File: src/assert_macros.svh
// Concurrent assertion helpers shared by the RTL.
// Both expect a clock named clk_i in scope; ASSERT_CLK also expects an active-low reset named rst_ni.
`ifndef ASSERT_MACROS_SVH
`define ASSERT_MACROS_SVH

// Property checked on every rising clock edge outside reset.
`define ASSERT_CLK(name, prop, msg) \
  name: assert property (@(posedge clk_i) disable iff (!rst_ni) prop) \
    else $error(msg);

// Property checked on every rising clock edge, reset included.
`define ASSERT_ALWAYS(name, prop, msg) \
  name: assert property (@(posedge clk_i) prop) \
    else $error(msg);

`endif

File: src/cwlp_pkg.sv
package cwlp_pkg;

  localparam int CHANNELS    = 8;
  localparam int CH_W        = 3;
  localparam int SAMPLE_BITS = 12;
  localparam int FS_W        = 16;
  localparam int W_W         = 16;
  localparam int SUM_W       = 32;
  localparam int CFG_W       = 64;
  localparam int CFG_IDX_W   = 2;
  localparam int CNT_W       = 6;

  localparam logic [FS_W-1:0] FULL_SCALE_RESET = 16'd1000;

  typedef enum logic [1:0] {
    FUNC_CAL = 2'd0,
    FUNC_ACC = 2'd1,
    FUNC_FIN = 2'd2
  } func_e;

  typedef enum logic [CFG_IDX_W-1:0] {
    REG_INVERT       = 2'd0,
    REG_FULL_SCALE   = 2'd1,
    REG_WEIGHTS_LOW  = 2'd2,
    REG_WEIGHTS_HIGH = 2'd3
  } cfg_reg_e;

  typedef enum logic [2:0] {
    S_IDLE,
    S_SMUL,
    S_SDIV,
    S_WSET,
    S_WMUL,
    S_ADD,
    S_FDIV,
    S_DONE
  } state_e;

endpackage

File: src/calibrated_weighted_line_position_core.sv
// Weighted-centroid line position for an array of eight sensor channels. A calibrate
// transaction widens the stored minimum and maximum of its channel and leaves the block
// idle. An accumulate transaction clamps the sample to the channel range, scales it to
// full_scale and adds weight times the scaled value (or full_scale minus it when invert
// is set) to a numerator and the scaled value to a denominator; the block is busy after
// it for the scaling multiply, the scaling divide, the weight set-up, the weight multiply
// and the add, or only for the last three when the channel range is empty. A finish
// transaction divides numerator by denominator and loads the result register after it,
// or loads that register directly when the denominator is zero, in which case
// the last position repeats with updated low; both sums clear in either case. The item
// time is set by one shared shift-add multiplier that consumes one multiplier bit per
// cycle and one restoring divider that produces one quotient bit per cycle. Results sit
// in an output register, so a finished position may wait on out_stall_i while the next
// transactions are already taken. Configuration writes are always ready and must only
// be issued while the block is idle.
module calibrated_weighted_line_position_core
  import cwlp_pkg::*;
(
  input  logic                   clk_i,
  input  logic                   rst_ni,
  // Sample channel
  input  logic                   in_valid_i,
  output logic                   in_stall_o,
  input  logic [1:0]             func_i,
  input  logic [CH_W-1:0]        channel_i,
  input  logic [SAMPLE_BITS-1:0] sample_value_i,
  // Result channel
  output logic                   out_valid_o,
  input  logic                   out_stall_i,
  output logic [SUM_W-1:0]       position_o,
  output logic                   updated_o,
  // Configuration write channel
  input  logic                   cfg_valid_i,
  output logic                   cfg_ready_o,
  input  logic [CFG_IDX_W-1:0]   cfg_index_i,
  input  logic [CFG_W-1:0]       cfg_data_i
);

  state_e state_q, state_d;

  // Configuration registers.
  logic             invert_q;
  logic [FS_W-1:0]  full_scale_q;
  logic [CFG_W-1:0] weights_low_q;
  logic [CFG_W-1:0] weights_high_q;

  // Per-channel calibration range and running sums.
  logic [SAMPLE_BITS-1:0] range_low_q  [CHANNELS];
  logic [SAMPLE_BITS-1:0] range_high_q [CHANNELS];
  logic [SUM_W-1:0]       weighted_sum_q;
  logic [SUM_W-1:0]       plain_sum_q;
  logic [SUM_W-1:0]       last_position_q;

  // Serial datapath. acc_q is the product accumulator during a multiply and the
  // dividend/quotient shift register during a divide.
  logic [SUM_W-1:0] acc_q;
  logic [SUM_W-1:0] rem_q;
  logic [SUM_W-1:0] div_q;
  logic [SUM_W-1:0] mcand_q;
  logic [W_W-1:0]   mplier_q;
  logic [CNT_W-1:0] cnt_q;
  logic [FS_W-1:0]  v_q;
  logic [W_W-1:0]   weight_q;
  logic             upd_q;

  // Output register.
  logic             out_valid_q;
  logic [SUM_W-1:0] position_q;
  logic             updated_q;

  logic                   in_acc;
  logic                   fin_acc;
  func_e                  in_func;
  logic                   ch_ok;
  logic [SAMPLE_BITS-1:0] lo, hi, clip_hi, clip, offset, span;
  logic                   range_empty;
  logic [CFG_W-1:0]       weight_word;
  logic [W_W-1:0]         weight_sel;
  logic [SUM_W-1:0]       mul_sum;
  logic [SUM_W:0]         div_shift;
  logic [SUM_W+1:0]       div_diff;
  logic                   div_ok;
  logic [SUM_W-1:0]       rem_next;
  logic [SUM_W-1:0]       quo_next;
  logic [W_W-1:0]         term;
  logic                   out_free;
  logic                   last_step;
  logic [SUM_W-1:0]       pos_sel;

  assign cfg_ready_o = 1'b1;
  assign out_valid_o = out_valid_q;
  assign position_o  = position_q;
  assign updated_o   = updated_q;

  assign in_acc  = in_valid_i && !in_stall_o;
  assign in_func = func_e'(func_i);
  assign fin_acc = in_acc && in_func == FUNC_FIN;
  assign ch_ok   = int'(channel_i) < CHANNELS;

  // Clamp the sample into the channel range and take its offset from the minimum.
  assign lo          = range_low_q[channel_i];
  assign hi          = range_high_q[channel_i];
  assign range_empty = hi <= lo;
  assign clip_hi     = (sample_value_i < hi) ? sample_value_i : hi;
  assign clip        = (clip_hi > lo) ? clip_hi : lo;
  assign offset      = clip - lo;
  assign span        = hi - lo;

  // Channels 0 to 3 live in the low weight word, 4 to 7 in the high one.
  assign weight_word = channel_i[CH_W-1] ? weights_high_q : weights_low_q;
  assign weight_sel  = W_W'(weight_word >> {channel_i[1:0], 4'b0000});

  // One shift-add multiply step.
  assign mul_sum = acc_q + (mplier_q[0] ? mcand_q : '0);

  // One restoring divide step.
  assign div_shift = {rem_q, acc_q[SUM_W-1]};
  assign div_diff  = {1'b0, div_shift} - {2'b00, div_q};
  assign div_ok    = !div_diff[SUM_W+1];
  assign rem_next  = div_ok ? div_diff[SUM_W-1:0] : div_shift[SUM_W-1:0];
  assign quo_next  = {acc_q[SUM_W-2:0], div_ok};

  assign term      = invert_q ? W_W'(full_scale_q - v_q) : W_W'(v_q);
  assign out_free  = !out_valid_q || !out_stall_i;
  assign last_step = cnt_q == CNT_W'(1);
  assign pos_sel   = upd_q ? acc_q : last_position_q;

  always_ff @(posedge clk_i or negedge rst_ni) begin
    if (!rst_ni) begin
      state_q <= S_IDLE;
    end else begin
      state_q <= state_d;
    end
  end

  always_comb begin
    state_d    = state_q;
    in_stall_o = state_q != S_IDLE;
    unique case (state_q)
      S_IDLE: begin
        if (in_acc) begin
          unique case (in_func)
            FUNC_ACC: begin
              if (ch_ok) begin
                state_d = range_empty ? S_WSET : S_SMUL;
              end
            end
            FUNC_FIN: state_d = (plain_sum_q != '0) ? S_FDIV : S_DONE;
            default:  state_d = S_IDLE;
          endcase
        end
      end
      S_SMUL: if (last_step) state_d = S_SDIV;
      S_SDIV: if (last_step) state_d = S_WSET;
      S_WSET: state_d = S_WMUL;
      S_WMUL: if (last_step) state_d = S_ADD;
      S_ADD:  state_d = S_IDLE;
      S_FDIV: if (last_step) state_d = S_DONE;
      S_DONE: if (out_free) state_d = S_IDLE;
      default: state_d = S_IDLE;
    endcase
  end

  // Serial datapath registers.
  always_ff @(posedge clk_i) begin
    unique case (state_q)
      S_IDLE: begin
        if (in_acc && in_func == FUNC_ACC) begin
          acc_q    <= '0;
          rem_q    <= '0;
          mcand_q  <= SUM_W'(full_scale_q);
          mplier_q <= W_W'(offset);
          div_q    <= SUM_W'(span);
          cnt_q    <= CNT_W'(SAMPLE_BITS);
          weight_q <= weight_sel;
          v_q      <= '0;
        end else if (in_acc && in_func == FUNC_FIN) begin
          acc_q <= weighted_sum_q;
          rem_q <= '0;
          div_q <= plain_sum_q;
          cnt_q <= CNT_W'(SUM_W);
          upd_q <= plain_sum_q != '0;
        end
      end
      S_SMUL, S_WMUL: begin
        acc_q    <= mul_sum;
        mcand_q  <= mcand_q << 1;
        mplier_q <= mplier_q >> 1;
        if (state_q == S_SMUL && last_step) begin
          cnt_q <= CNT_W'(SUM_W);
        end else begin
          cnt_q <= cnt_q - CNT_W'(1);
        end
      end
      S_SDIV, S_FDIV: begin
        acc_q <= quo_next;
        rem_q <= rem_next;
        cnt_q <= cnt_q - CNT_W'(1);
        // The scaled value never exceeds full_scale, so 16 quotient bits hold it.
        if (state_q == S_SDIV && last_step) begin
          v_q <= FS_W'(quo_next);
        end
      end
      S_WSET: begin
        acc_q    <= '0;
        mcand_q  <= SUM_W'(weight_q);
        mplier_q <= term;
        cnt_q    <= CNT_W'(W_W);
      end
      default: begin
      end
    endcase
  end

  // Configuration, calibration state, sums and the output register.
  always_ff @(posedge clk_i or negedge rst_ni) begin
    if (!rst_ni) begin
      invert_q        <= 1'b0;
      full_scale_q    <= FULL_SCALE_RESET;
      weights_low_q   <= '0;
      weights_high_q  <= '0;
      for (int i = 0; i < CHANNELS; i++) begin
        range_low_q[i]  <= '1;
        range_high_q[i] <= '0;
      end
      weighted_sum_q  <= '0;
      plain_sum_q     <= '0;
      last_position_q <= '0;
      out_valid_q     <= 1'b0;
      position_q      <= '0;
      updated_q       <= 1'b0;
    end else begin
      if (cfg_valid_i) begin
        unique case (cfg_reg_e'(cfg_index_i))
          REG_INVERT:       invert_q       <= cfg_data_i[0];
          REG_FULL_SCALE:   full_scale_q   <= cfg_data_i[FS_W-1:0];
          REG_WEIGHTS_LOW:  weights_low_q  <= cfg_data_i;
          REG_WEIGHTS_HIGH: weights_high_q <= cfg_data_i;
          default: begin
          end
        endcase
      end

      if (in_acc && in_func == FUNC_CAL && ch_ok) begin
        if (sample_value_i < lo) begin
          range_low_q[channel_i] <= sample_value_i;
        end
        if (sample_value_i > hi) begin
          range_high_q[channel_i] <= sample_value_i;
        end
      end

      if (fin_acc) begin
        weighted_sum_q <= '0;
        plain_sum_q    <= '0;
      end else if (state_q == S_ADD) begin
        weighted_sum_q <= weighted_sum_q + acc_q;
        plain_sum_q    <= plain_sum_q + SUM_W'(v_q);
      end

      // A new result may load in the same cycle the previous one is taken.
      if (state_q == S_DONE && out_free) begin
        out_valid_q     <= 1'b1;
        position_q      <= pos_sel;
        updated_q       <= upd_q;
        last_position_q <= pos_sel;
      end else if (out_valid_q && !out_stall_i) begin
        out_valid_q <= 1'b0;
      end
    end
  end

`include "assert_macros.svh"

  `ASSERT_CLK(a_out_from_done, $rose(out_valid_o) |-> $past(state_q == S_DONE), "result without finish")
  `ASSERT_CLK(a_fin_div_start, (fin_acc && plain_sum_q != '0) |=> state_q == S_FDIV, "no divide")
  `ASSERT_CLK(a_fin_clears, fin_acc |=> weighted_sum_q == '0 && plain_sum_q == '0, "sums kept")
  `ASSERT_CLK(a_scaled_bound, (state_q == S_WSET) |-> (v_q <= full_scale_q), "scaled too large")

endmodule

File: config.mk
export PLATFORM = sky130hd
export DESIGN_NAME = calibrated_weighted_line_position_core
export DESIGN_NICKNAME = d
export VERILOG_FILES = /design/src/cwlp_pkg.sv /design/src/calibrated_weighted_line_position_core.sv
export VERILOG_INCLUDE_DIRS = /design/src /design/src/src
export SDC_FILE = /design/constraint.sdc
export NUM_CORES = 1
export LEC_CHECK = 0
export BUFFER_PORTS_ARGS = -buffer_cell sky130_fd_sc_hd__buf_2
export CORE_ASPECT_RATIO = 1.2
export CORE_UTILIZATION = 50
export CTS_CLUSTER_DIAMETER = 100
export DETAILED_ROUTE_END_ITERATION = 8
export PLACE_DENSITY = 0.64
export SLEW_MARGIN = 30
export SYNTH_ARGS = -nofsm -noshare
export SYNTH_HDL_FRONTEND = slang
export SYNTH_SLANG_ARGS = --single-unit
File: constraint.sdc
create_clock -name clk_i -period 8.73 [get_ports clk_i]
set_input_delay 1.746 -clock clk_i [delete_from_list [all_inputs] [get_ports clk_i]]
set_output_delay 1.746 -clock clk_i [all_outputs]
set_load 0.03 [all_outputs]
# Word-level counts from Yosys, hierarchy flattened
# Cells that the tools add are included.
# totals
ff_bits	621
input_bits	88
output_inout_bits	36
# classes
bitwise	2
shift	1
eq_ne	22
magnitude_cmp	7
reduce_logical	42
n_addsub	8
n_mux	52
# op_table
cell	count
$mux 32	13
$bwmux 96	2
$pmux 32 s4	1
$mux 12	8
$pmux 32 s3	1
$bmux 12 s3	2
$add 32x32->32	2
$mux 16	4
$mux 64	1
$pmux 32 s2	1
$shr 64x6->16	1
$pmux 16 s3	1
$demux 12 s3	1
$sub 33x32->34	1
$add 32x16->32	1
$pmux 16 s2	1
$reduce_bool 32->1	1
$gt 12x12->1	2
$lt 12x12->1	2
$pmux 3 s8	1
$pmux 6 s4	1
$reduce_and 2->1	12
$sub 12x12->12	2
$mux 3	6
30 further kinds	66

# Longest topological paths before layout
# Gate-level depths: netlist (run 1).
# depth
depth_word	11
ltp_mapped	38

# Worst setup path after synthesis (run 1)
# No wires, ideal clock.
# synth_path
kind	input -> register
start	input channel_i[2]
end	register mplier_q[10] (data pin)
setup_time_ns	0.271
path_slack_ns	0.453
t_arrival_ns	8.006
t_required_ns	8.459
stages	33
cell_sequence	buf_2 -> buf_1 -> nor3_1 -> clkbuf_1 -> a22oi_1 -> nand4_1 -> inv_1 -> ha_1 -> a21o_1 -> a21o_1 -> a21oi_1 -> o211ai_1 -> clkbuf_1 -> a21o_1 -> inv_1 -> ha_1 -> nand4_1 -> or2_2 -> o221ai_1 -> o21a_1 -> buf_1 -> mux2_2 -> ha_1 -> nor2b_1 -> o21ai_0 -> nand2b_1 -> a21o_1 -> a21o_1 -> a21oi_1 -> o21ai_0 -> xor2_1 -> a222oi_1 -> o31ai_1
# synth_via
elab_chain_len	11
word_cells_on_any_way	14
classes_between	add/sub (1); order compare (2); mux (10); bitwise (1)
# synth_rtl
item	line_no	source
start: declaration	calibrated_weighted_line_position_core.sv:25	input logic [CH_W-1:0] channel_i,
$not 3->4 (not written as such) (*)	calibrated_weighted_line_position_core.sv:101, calibrated_weighted_line_position_core.sv:102	
$bmux 12 s3	calibrated_weighted_line_position_core.sv:102	assign hi = range_high_q[channel_i];
$mux 12 (not written as such) (2 in a row)	calibrated_weighted_line_position_core.sv:102	
$lt 12x12->1	calibrated_weighted_line_position_core.sv:104	assign clip_hi = (sample_value_i < hi) ? sample_value_i : hi;
$mux 12	calibrated_weighted_line_position_core.sv:104	
$gt 12x12->1	calibrated_weighted_line_position_core.sv:105	assign clip = (clip_hi > lo) ? clip_hi : lo;
$mux 12	calibrated_weighted_line_position_core.sv:105	
$sub 12x12->12 (*)	calibrated_weighted_line_position_core.sv:106	assign offset = clip - lo;
$mux 16 (*)	calibrated_weighted_line_position_core.sv:168	if (in_acc && in_func == FUNC_ACC) begin
$pmux 16 s3 (*)	calibrated_weighted_line_position_core.sv:166	unique case (state_q)
end signal: assignment	calibrated_weighted_line_position_core.sv:172	mplier_q <= W_W'(offset);
end signal: assignment	calibrated_weighted_line_position_core.sv:188	mplier_q <= mplier_q >> 1;
end signal: assignment	calibrated_weighted_line_position_core.sv:207	mplier_q <= term;
end: declaration	calibrated_weighted_line_position_core.sv:60	logic [W_W-1:0] mplier_q;
# Every way passes the cells marked *; elsewhere a longest branch is shown, timed or not. The select of a mux whose other input is x is not followed.
# A chain may end at the register's enable or synchronous reset.

# Final worst setup path (run 1)
# layout_path
start	input channel_i[0]
end	register mplier_q[10] (data pin)
# The elaborated chain is that of the path after synthesis.

==> results.yml, run 1 <==
outcome:
  status: "finished, final reports clean"
drt:
  drtPass1Iterations: 5
  drc_errors: 0
  wirelength_mm: 93.42
  ant_nets: 0
  drt-initial-drc-count: 1680
  highest_layer: "met5"
  wire_per_inst_um: 22.49
  avgViaCountPerCell: 6.031
  wl_met3_mm: 3.797
  routed-via-count: 25051
  wl_met2_mm: 46.37
  wl_met1_mm: 39.64
critical_path:
  cp.arrival_ns: 8.30
  critPathLaunchType: "input pin"
  crit_required_ns: 9.08
  cp_max_fo: 13
  slowest_delay_ns: 0.60
  cp_common_cell: "o21ai_0"
  crit_path_end_kind: "flop"
  critical_path_class: "input pin to flop"
  slowest_stage: "and2_1"
power:
  p_seq_frac: 0.352
  irDropWorstVdd_uv: 204.8
  p_comb_frac: 0.433
  clkPwrFrac: 0.214
  internal_power_mw: 8.089
  sw_frac_of_total: 0.3935
  leakagePower_nw: 17.23
  switchingPower_mw: 5.249
  power.density_nw_per_um2: 341.7
synth:
  yosys-top-cells-area: "dfrtp_1 24%, edfxtp_1 16%, mux2_2 11%"
  synthArstFlopShare: 0.7053
  synthTopCellsByCount: "356 x mux2_2, 336 x dfrtp_1, 189 x ha_1, 187 x nand2_1, 183 x edfxtp_1"
  synthSimpleGateAreaFrac: 0.1008
  ys_seq_elements: 621
  synth_top_family_by_area: "multiplexers"
  syn_nets: 3366
  netlist.area_leader.share: 0.2394
  synth-seq-area-share: 0.4722
  synth_area_leader_cell: "dfrtp_1"
  synth_edf_count: 183
  synth.most_common_cell: "mux2_2"
  synth_compound_area_frac: 0.1341
  synth-adder-area-share: 0.07132
  synth_cell_types: 87
  synth_ff_type: "dfrtp_1"
  ys.warnings.count: 0
  muxShareOfSynthArea: 0.1569
  synth_area_um2: 35120
  synth_xor_area_frac: 0.03317
  synth_area_per_cell_um2: 11.40
  synthCells: 3082
floorplan:
  start_util: 0.5044
  die_area_um2: 71310
  rows: 106
  core_um2: 69630
  die_h_um: 292.3
  boundaryPins: 124
  chipWidth_um: 243.9
global_routing:
  grtUsageTotal: 0.2638
  grt_pass1_vias: 25886
  grt_max_degree: 145
  antenna_found_initial: 5
  grt_pass1_wl_mm: 147.1
  overflow: 0
clock_network:
  cts_hold_buf: 0
  cts.path.max_buffers: 3
  cts_tree: "built"
  clock_latency_ns: 0.63
  cts_sinks: 621
  htree_levels: 3
  clk_transition_reported_paths_ns: 0.06
  cts_setup_buffers: 0
  numCtsBuffers: 68
  clock-root-buffer: "clkbuf_16"
  cts-resized-gates: 0
sta:
  setup_viol: 0
  max-slew-margin-rel: 0.3353
  setup_tns_ns: 0
  min_period_over_period: 0.9105
  period_needed_ns: 7.949
  fmax_ghz: 0.1258
  hold_viol_final: 0
  tightest_slew_ns: 0.9942
  drv_slew: 0
  rsz0062_at_grt: "false"
  skew_ns: 0.01602
hold_path:
  hold_path.class: "flop to flop"
final_layout:
  fin_nets: 3463
  final_cells: 4154
  multi_input_area_um2: 17550
  area_delta_synth_final_pct: 11.13
  final.fill_count: 5929
  regArea_um2: 16580
  drive_gt1_frac: 0.2652
placement:
  place_congestion: 0.9799
  dp_hpwl_mm: 66.79
  dp.cells: 4026
  port_buffers: 122
job:
  max_cap_violations: 0
-- metal layers --
layer,up-vias,track usage
li1,11582,-
met1,12701,0.3309
met2,580,0.4524
met3,186,0.04022
met4,2,0.1105
met5,-,0
-- worst paths after layout --
path                                    endpoint  depth (start not counted)        startpoint  slack [ns]
worst min register to register    position_o[31]                          2    position_o[31]        0.48
worst max-delay path                mplier_q[10]                         34      channel_i[0]        0.78
min in group asynchronous       range_high_q[68]                          1            rst_ni        1.17
max in group asynchronous        plain_sum_q[28]                          2            rst_ni        6.34
worst max register to register      mplier_q[10]                         32  range_high_q[35]        2.22
worst min-delay path              position_o[31]                          2    position_o[31]        0.48
-- state kept, by name, indices dropped and copies added (netlist names), 64 cells and up --
| name | count |
|---|---|
| weights_high_q | 64 |
| range_high_q | 96 |
| weights_low_q | 64 |
| range_low_q | 96 |
-- kinds of logic (layout without fill, tap and decap cells) --
kind of cell | Yosys count | in the layout
and+or+nand+nor | 708 | 708
AOI/OAI and AO/OA | 704 | 704
DFF | 621 | 621
muxes | 448 | 448
buffers and inverters | 271 | 424
adders and majority gates | 196 | 196
xor gates and xnor gates | 133 | 133
other | 1 | 2
-- cell usage in the layout (no fill, tap or decap), types with 116 or more instances in the layout --
| master | count |
|---|---|
| buf_2 | 121 |
| mux2_2 | 356 |
| inv_1 | 121 |
| dfrtp_1 | 336 |
| edfxtp_1 | 183 |
| nand2_1 | 186 |
| a21oi_1 | 134 |
| o21ai_0 | 168 |
| ha_1 | 189 |
| a22oi_1 | 116 |
| nor2_1 | 138 |
-- worst max-delay path, delay by kind of cell --
family	cells	cell delay (ns)
AOI/OAI and AO/OA	13	2.09
xor gates and xnor gates	1	0.16
muxes	1	0.38
buffers and inverters	5	0.99
and+or+nand+nor	10	1.89
adders and majority gates	4	1.03
-- power groups by stage --
stage,Clock (mW),Combinational (mW),Sequential [mW]
floorplan,0,4.27,4.55
global placement,0,5.59,4.73
detailed placement,0,5.73,4.75
CTS,2.93,5.77,4.70
global route,3.03,6.40,4.78
finish,2.86,5.78,4.70
-- per-stage QoR --
step / utilization / hold WS [ns] / instance area (um^2) / setup slack (ns) / power (mW)
5_1_grt: 0.5605 / 0.5020 / 39030 / 0.3393 / 14.21
2_1_floorplan: - / 0.4572 / 35120 / 0.4531 / 8.824
3_5_place_dp: 0.5286 / 0.4720 / 36810 / 0.2113 / 10.48
4_1_cts: 0.5601 / 0.4823 / 39000 / 0.8404 / 13.40
6_report: 0.5605 / 0.4750 / 39030 / 0.7809 / 13.34
3_3_place_gp: 0.5285 / 0.4567 / 36800 / 0.3058 / 10.32
-- final cells by class --
type	instances	share of cell area
Multi-Input combinational cell	2190	0.4496
Timing Repair Buffer	177	0.02818
Antenna cell	1	0.00006411
Sequential cell	621	0.4249
Clock inverter	32	0.007982
Tap cell	918	0.02943
Clock buffer	94	0.04821
Inverter	121	0.01164
Note: power is estimated with default switching activity, not from simulation.
==> run 2, diff against run 1 <==
ABC_AREA = 1   (was default)
PLACE_DENSITY = 0.63   (was 0.64)
SKIP_LAST_GASP = 1   (was default)
==> run 2 against run 1 <==
Via count up 27%. Hold slack worse by 0.0079 ns. Highest routed layer is now met4. Count of clock-buffer cells in the layout up 11. Largest cell class unchanged. First-iteration DRC count up 55%. Routed wire length up 13%. Setup slack better by 0.54 ns. Largest power group unchanged. Die area up 5.0%.
==> results.yml, run 2 <==
placement:
  port_buffers: 122
  placedInstanceArea_um2: 38140
  place_congestion: 0.9486
  dp_hpwl_mm: 76.18
  pre_cts_slack_ns: 0.8061
final_layout:
  fin_area_um2: 40530
  reg.largest.list: "range_high_q (96), range_low_q (96)"
  mostFrequentLayoutCells: "1209 x nand2_1, 482 x inv_1, 472 x o21ai_0"
  final.fill_count: 7026
  final_core_util: 0.5575
  fin_nets: 4984
  regArea_um2: 16580
  drive_gt1_frac: 0.09563
  multi_input_area_um2: 17560
  area_delta_synth_final_pct: 9.888
  final_common_cell: "nand2_1"
hold_path:
  hold_end: "range_low_q[75]"
  whs_path_depth: 2
  hold_path.class: "flop to flop"
  min_from: "range_low_q[75]"
drt:
  wirelength_mm: 105.8
  ant_nets: 0
  avgViaCountPerCell: 5.594
  drc_errors: 0
  drtPass1Iterations: 6
  routed-via-count: 31852
  drt-initial-drc-count: 2609
  wire_per_inst_um: 18.58
critical_path:
  r2r_slack_ns: 2.96
  r2r_end: "mplier_q[8]"
  critPathLaunchType: "input pin"
  slowest_delay_ns: 0.46
  cp_max_fo: 24
  crit_path_end_kind: "flop"
  crit_required_ns: 9.10
  r2r_cells: 31
  cp.arrival_ns: 7.78
  critical_path_class: "input pin to flop"
  cp_common_cell: "nand2_1"
  slowest_stage: "fa_1"
  reg2reg_from: "range_high_q[35]"
floorplan:
  die_area_um2: 74860
  core_um2: 72700
  chipWidth_um: 249.9
  start_util: 0.5073
  boundaryPins: 124
  rows: 108
  die_h_um: 299.5
clock_network:
  cts_tree: "built"
  clk_transition_reported_paths_ns: 0.06
  htree_levels: 3
  cts.path.max_buffers: 3
  numCtsBuffers: 70
  cts_setup_buffers: 0
  clock-root-buffer: "clkbuf_16"
  cts_hold_buf: 0
  cts-resized-gates: 0
  clock_latency_ns: 0.64
  cts_sinks: 621
sta:
  tightest_slew_ns: 0.9758
  min_period_over_period: 0.8488
  setup_tns_ns: 0
  setup_viol: 0
  period_needed_ns: 7.410
  drv_slew: 0
  rsz0062_at_grt: "false"
  setup_ws_ns: 1.320
  hold_viol_final: 0
  fmax_ghz: 0.1350
  skew_ns: 0.02041
  max-slew-margin-rel: 0.3475
power:
  leakagePower_nw: 19.18
  irDropWorstVdd_uv: 230.9
  power.density_nw_per_um2: 332.3
global_routing:
  grt_pass1_wl_mm: 168.4
  grt_pass1_vias: 30579
  grtUsageTotal: 0.2821
  antenna_found_initial: 1
  overflow: 0
  grt_max_degree: 179
outcome:
  status: "finished, final reports clean"
synth:
  synth_area_per_cell_um2: 7.908
  yosys-top-cells-area: "dfrtp_1 23%, edfxtp_1 15%, nand2_1 12%"
  syn_nets: 4948
  synth_edf_count: 183
  ys_seq_elements: 621
  synth_area_leader_cell: "dfrtp_1"
  synth.most_common_cell: "nand2_1"
  synth_cell_types: 59
  ys.warnings.count: 0
  synth_ff_type: "dfrtp_1"
  synth-seq-area-share: 0.4496
  synthTopCellsByCount: "1211 x nand2_1, 484 x inv_1, 472 x o21ai_0, 390 x nor2_1, 336 x dfrtp_1"
  synthArstFlopShare: 0.7053
  synth_area_um2: 36880
  netlist.area_leader.share: 0.2280
  synthCells: 4664
job:
  max_cap_violations: 0
==> run 2: cell count changes in the layout (fill, tap and decap cells not counted), moves of 46 or more <==
cell	delta
a21o_1	-73
a21oi_1	+170
a22oi_1	-92
and2_1	-91
inv_1	+361
mux2_2	-340
nand2_1	+1023
nand3_1	+75
nand4_1	+110
nor2_1	+248
o21ai_0	+304
o21ai_1	+87
xnor2_1	-46
==> run 2: where the power goes <==
part           switching (mW)  leakage [nW]  total [mW]  internal, mW
logic                    3.98          10.9        5.94          1.96
registers               0.588          7.14        4.58          3.99
clock network            1.28          1.12        2.95          1.67
==> run 2: worst max-delay path, delay by kind of cell <==
family          cells  cell delay, ns
compound gates      9            1.83
buf+inv             8            1.53
simple gates       13            1.47
fa+ha+maj           3            1.02
xor+xnor            1            0.14
==> run 2: layout make-up <==
class                   instances  share of cell area
inverters                     496             0.04593
clock inverters                25            0.006946
clock buffers                 105             0.05001
repair buffers                166             0.02575
diodes                          1          0.00006174
well taps                     935             0.02886
flip-flops and latches        621              0.4091
multi-input cells            3345              0.4333
==> run 2: metal layers <==
layer	routed length, um	part of all wire	vias to the layer above	track usage
li1	-	-	15756	-
met1	47120	0.45	15102	0.3834
met2	50290	0.48	828	0.4727
met3	5516	0.052	166	0.03039
met4	2846	0.027	0	0.08983
met5	0	0	-	0
==> run 2: cells by family (layout without fill, tap and decap cells) <==
| logic type | count (synthesis) | after routing | synth area share |
|---|---|---|---|
| adders and majority gates | 196 | 196 | 0.06791 |
| xor gates and xnor gates | 54 | 54 | 0.01282 |
| buffers and inverters | 698 | 792 | 0.07650 |
| other | 1 | 2 | 0.0001017 |
| DFF | 621 | 621 | 0.4496 |
| AOI/OAI and AO/OA | 1084 | 1084 | 0.1623 |
| and+or+nand+nor | 1994 | 1994 | 0.2259 |
| muxes | 16 | 16 | 0.004885 |
==> run 2: worst max-delay path by stage <==
stage / from / endpoint / depth (start not counted)
detailed placement: channel_i[0] / mplier_q[8] / 34
floorplan: channel_i[2] / mplier_q[8] / 35
global placement: channel_i[0] / mplier_q[8] / 35
global route: channel_i[0] / mplier_q[8] / 34
CTS: channel_i[0] / mplier_q[8] / 34
finish: channel_i[0] / mplier_q[8] / 34
==> run 2: stage by stage <==
stage | total power [mW] | std cells | hold WS (ns)
final | 13.47 | 5694 | 0.4671
after global placement | 10.44 | 5560 | 0.4549
after global routing | 14.52 | 5694 | 0.4744
after CTS | 13.51 | 5690 | 0.4675
after floorplan | 8.814 | 4664 | 0.4472
after detailed placement | 10.50 | 5560 | 0.4573
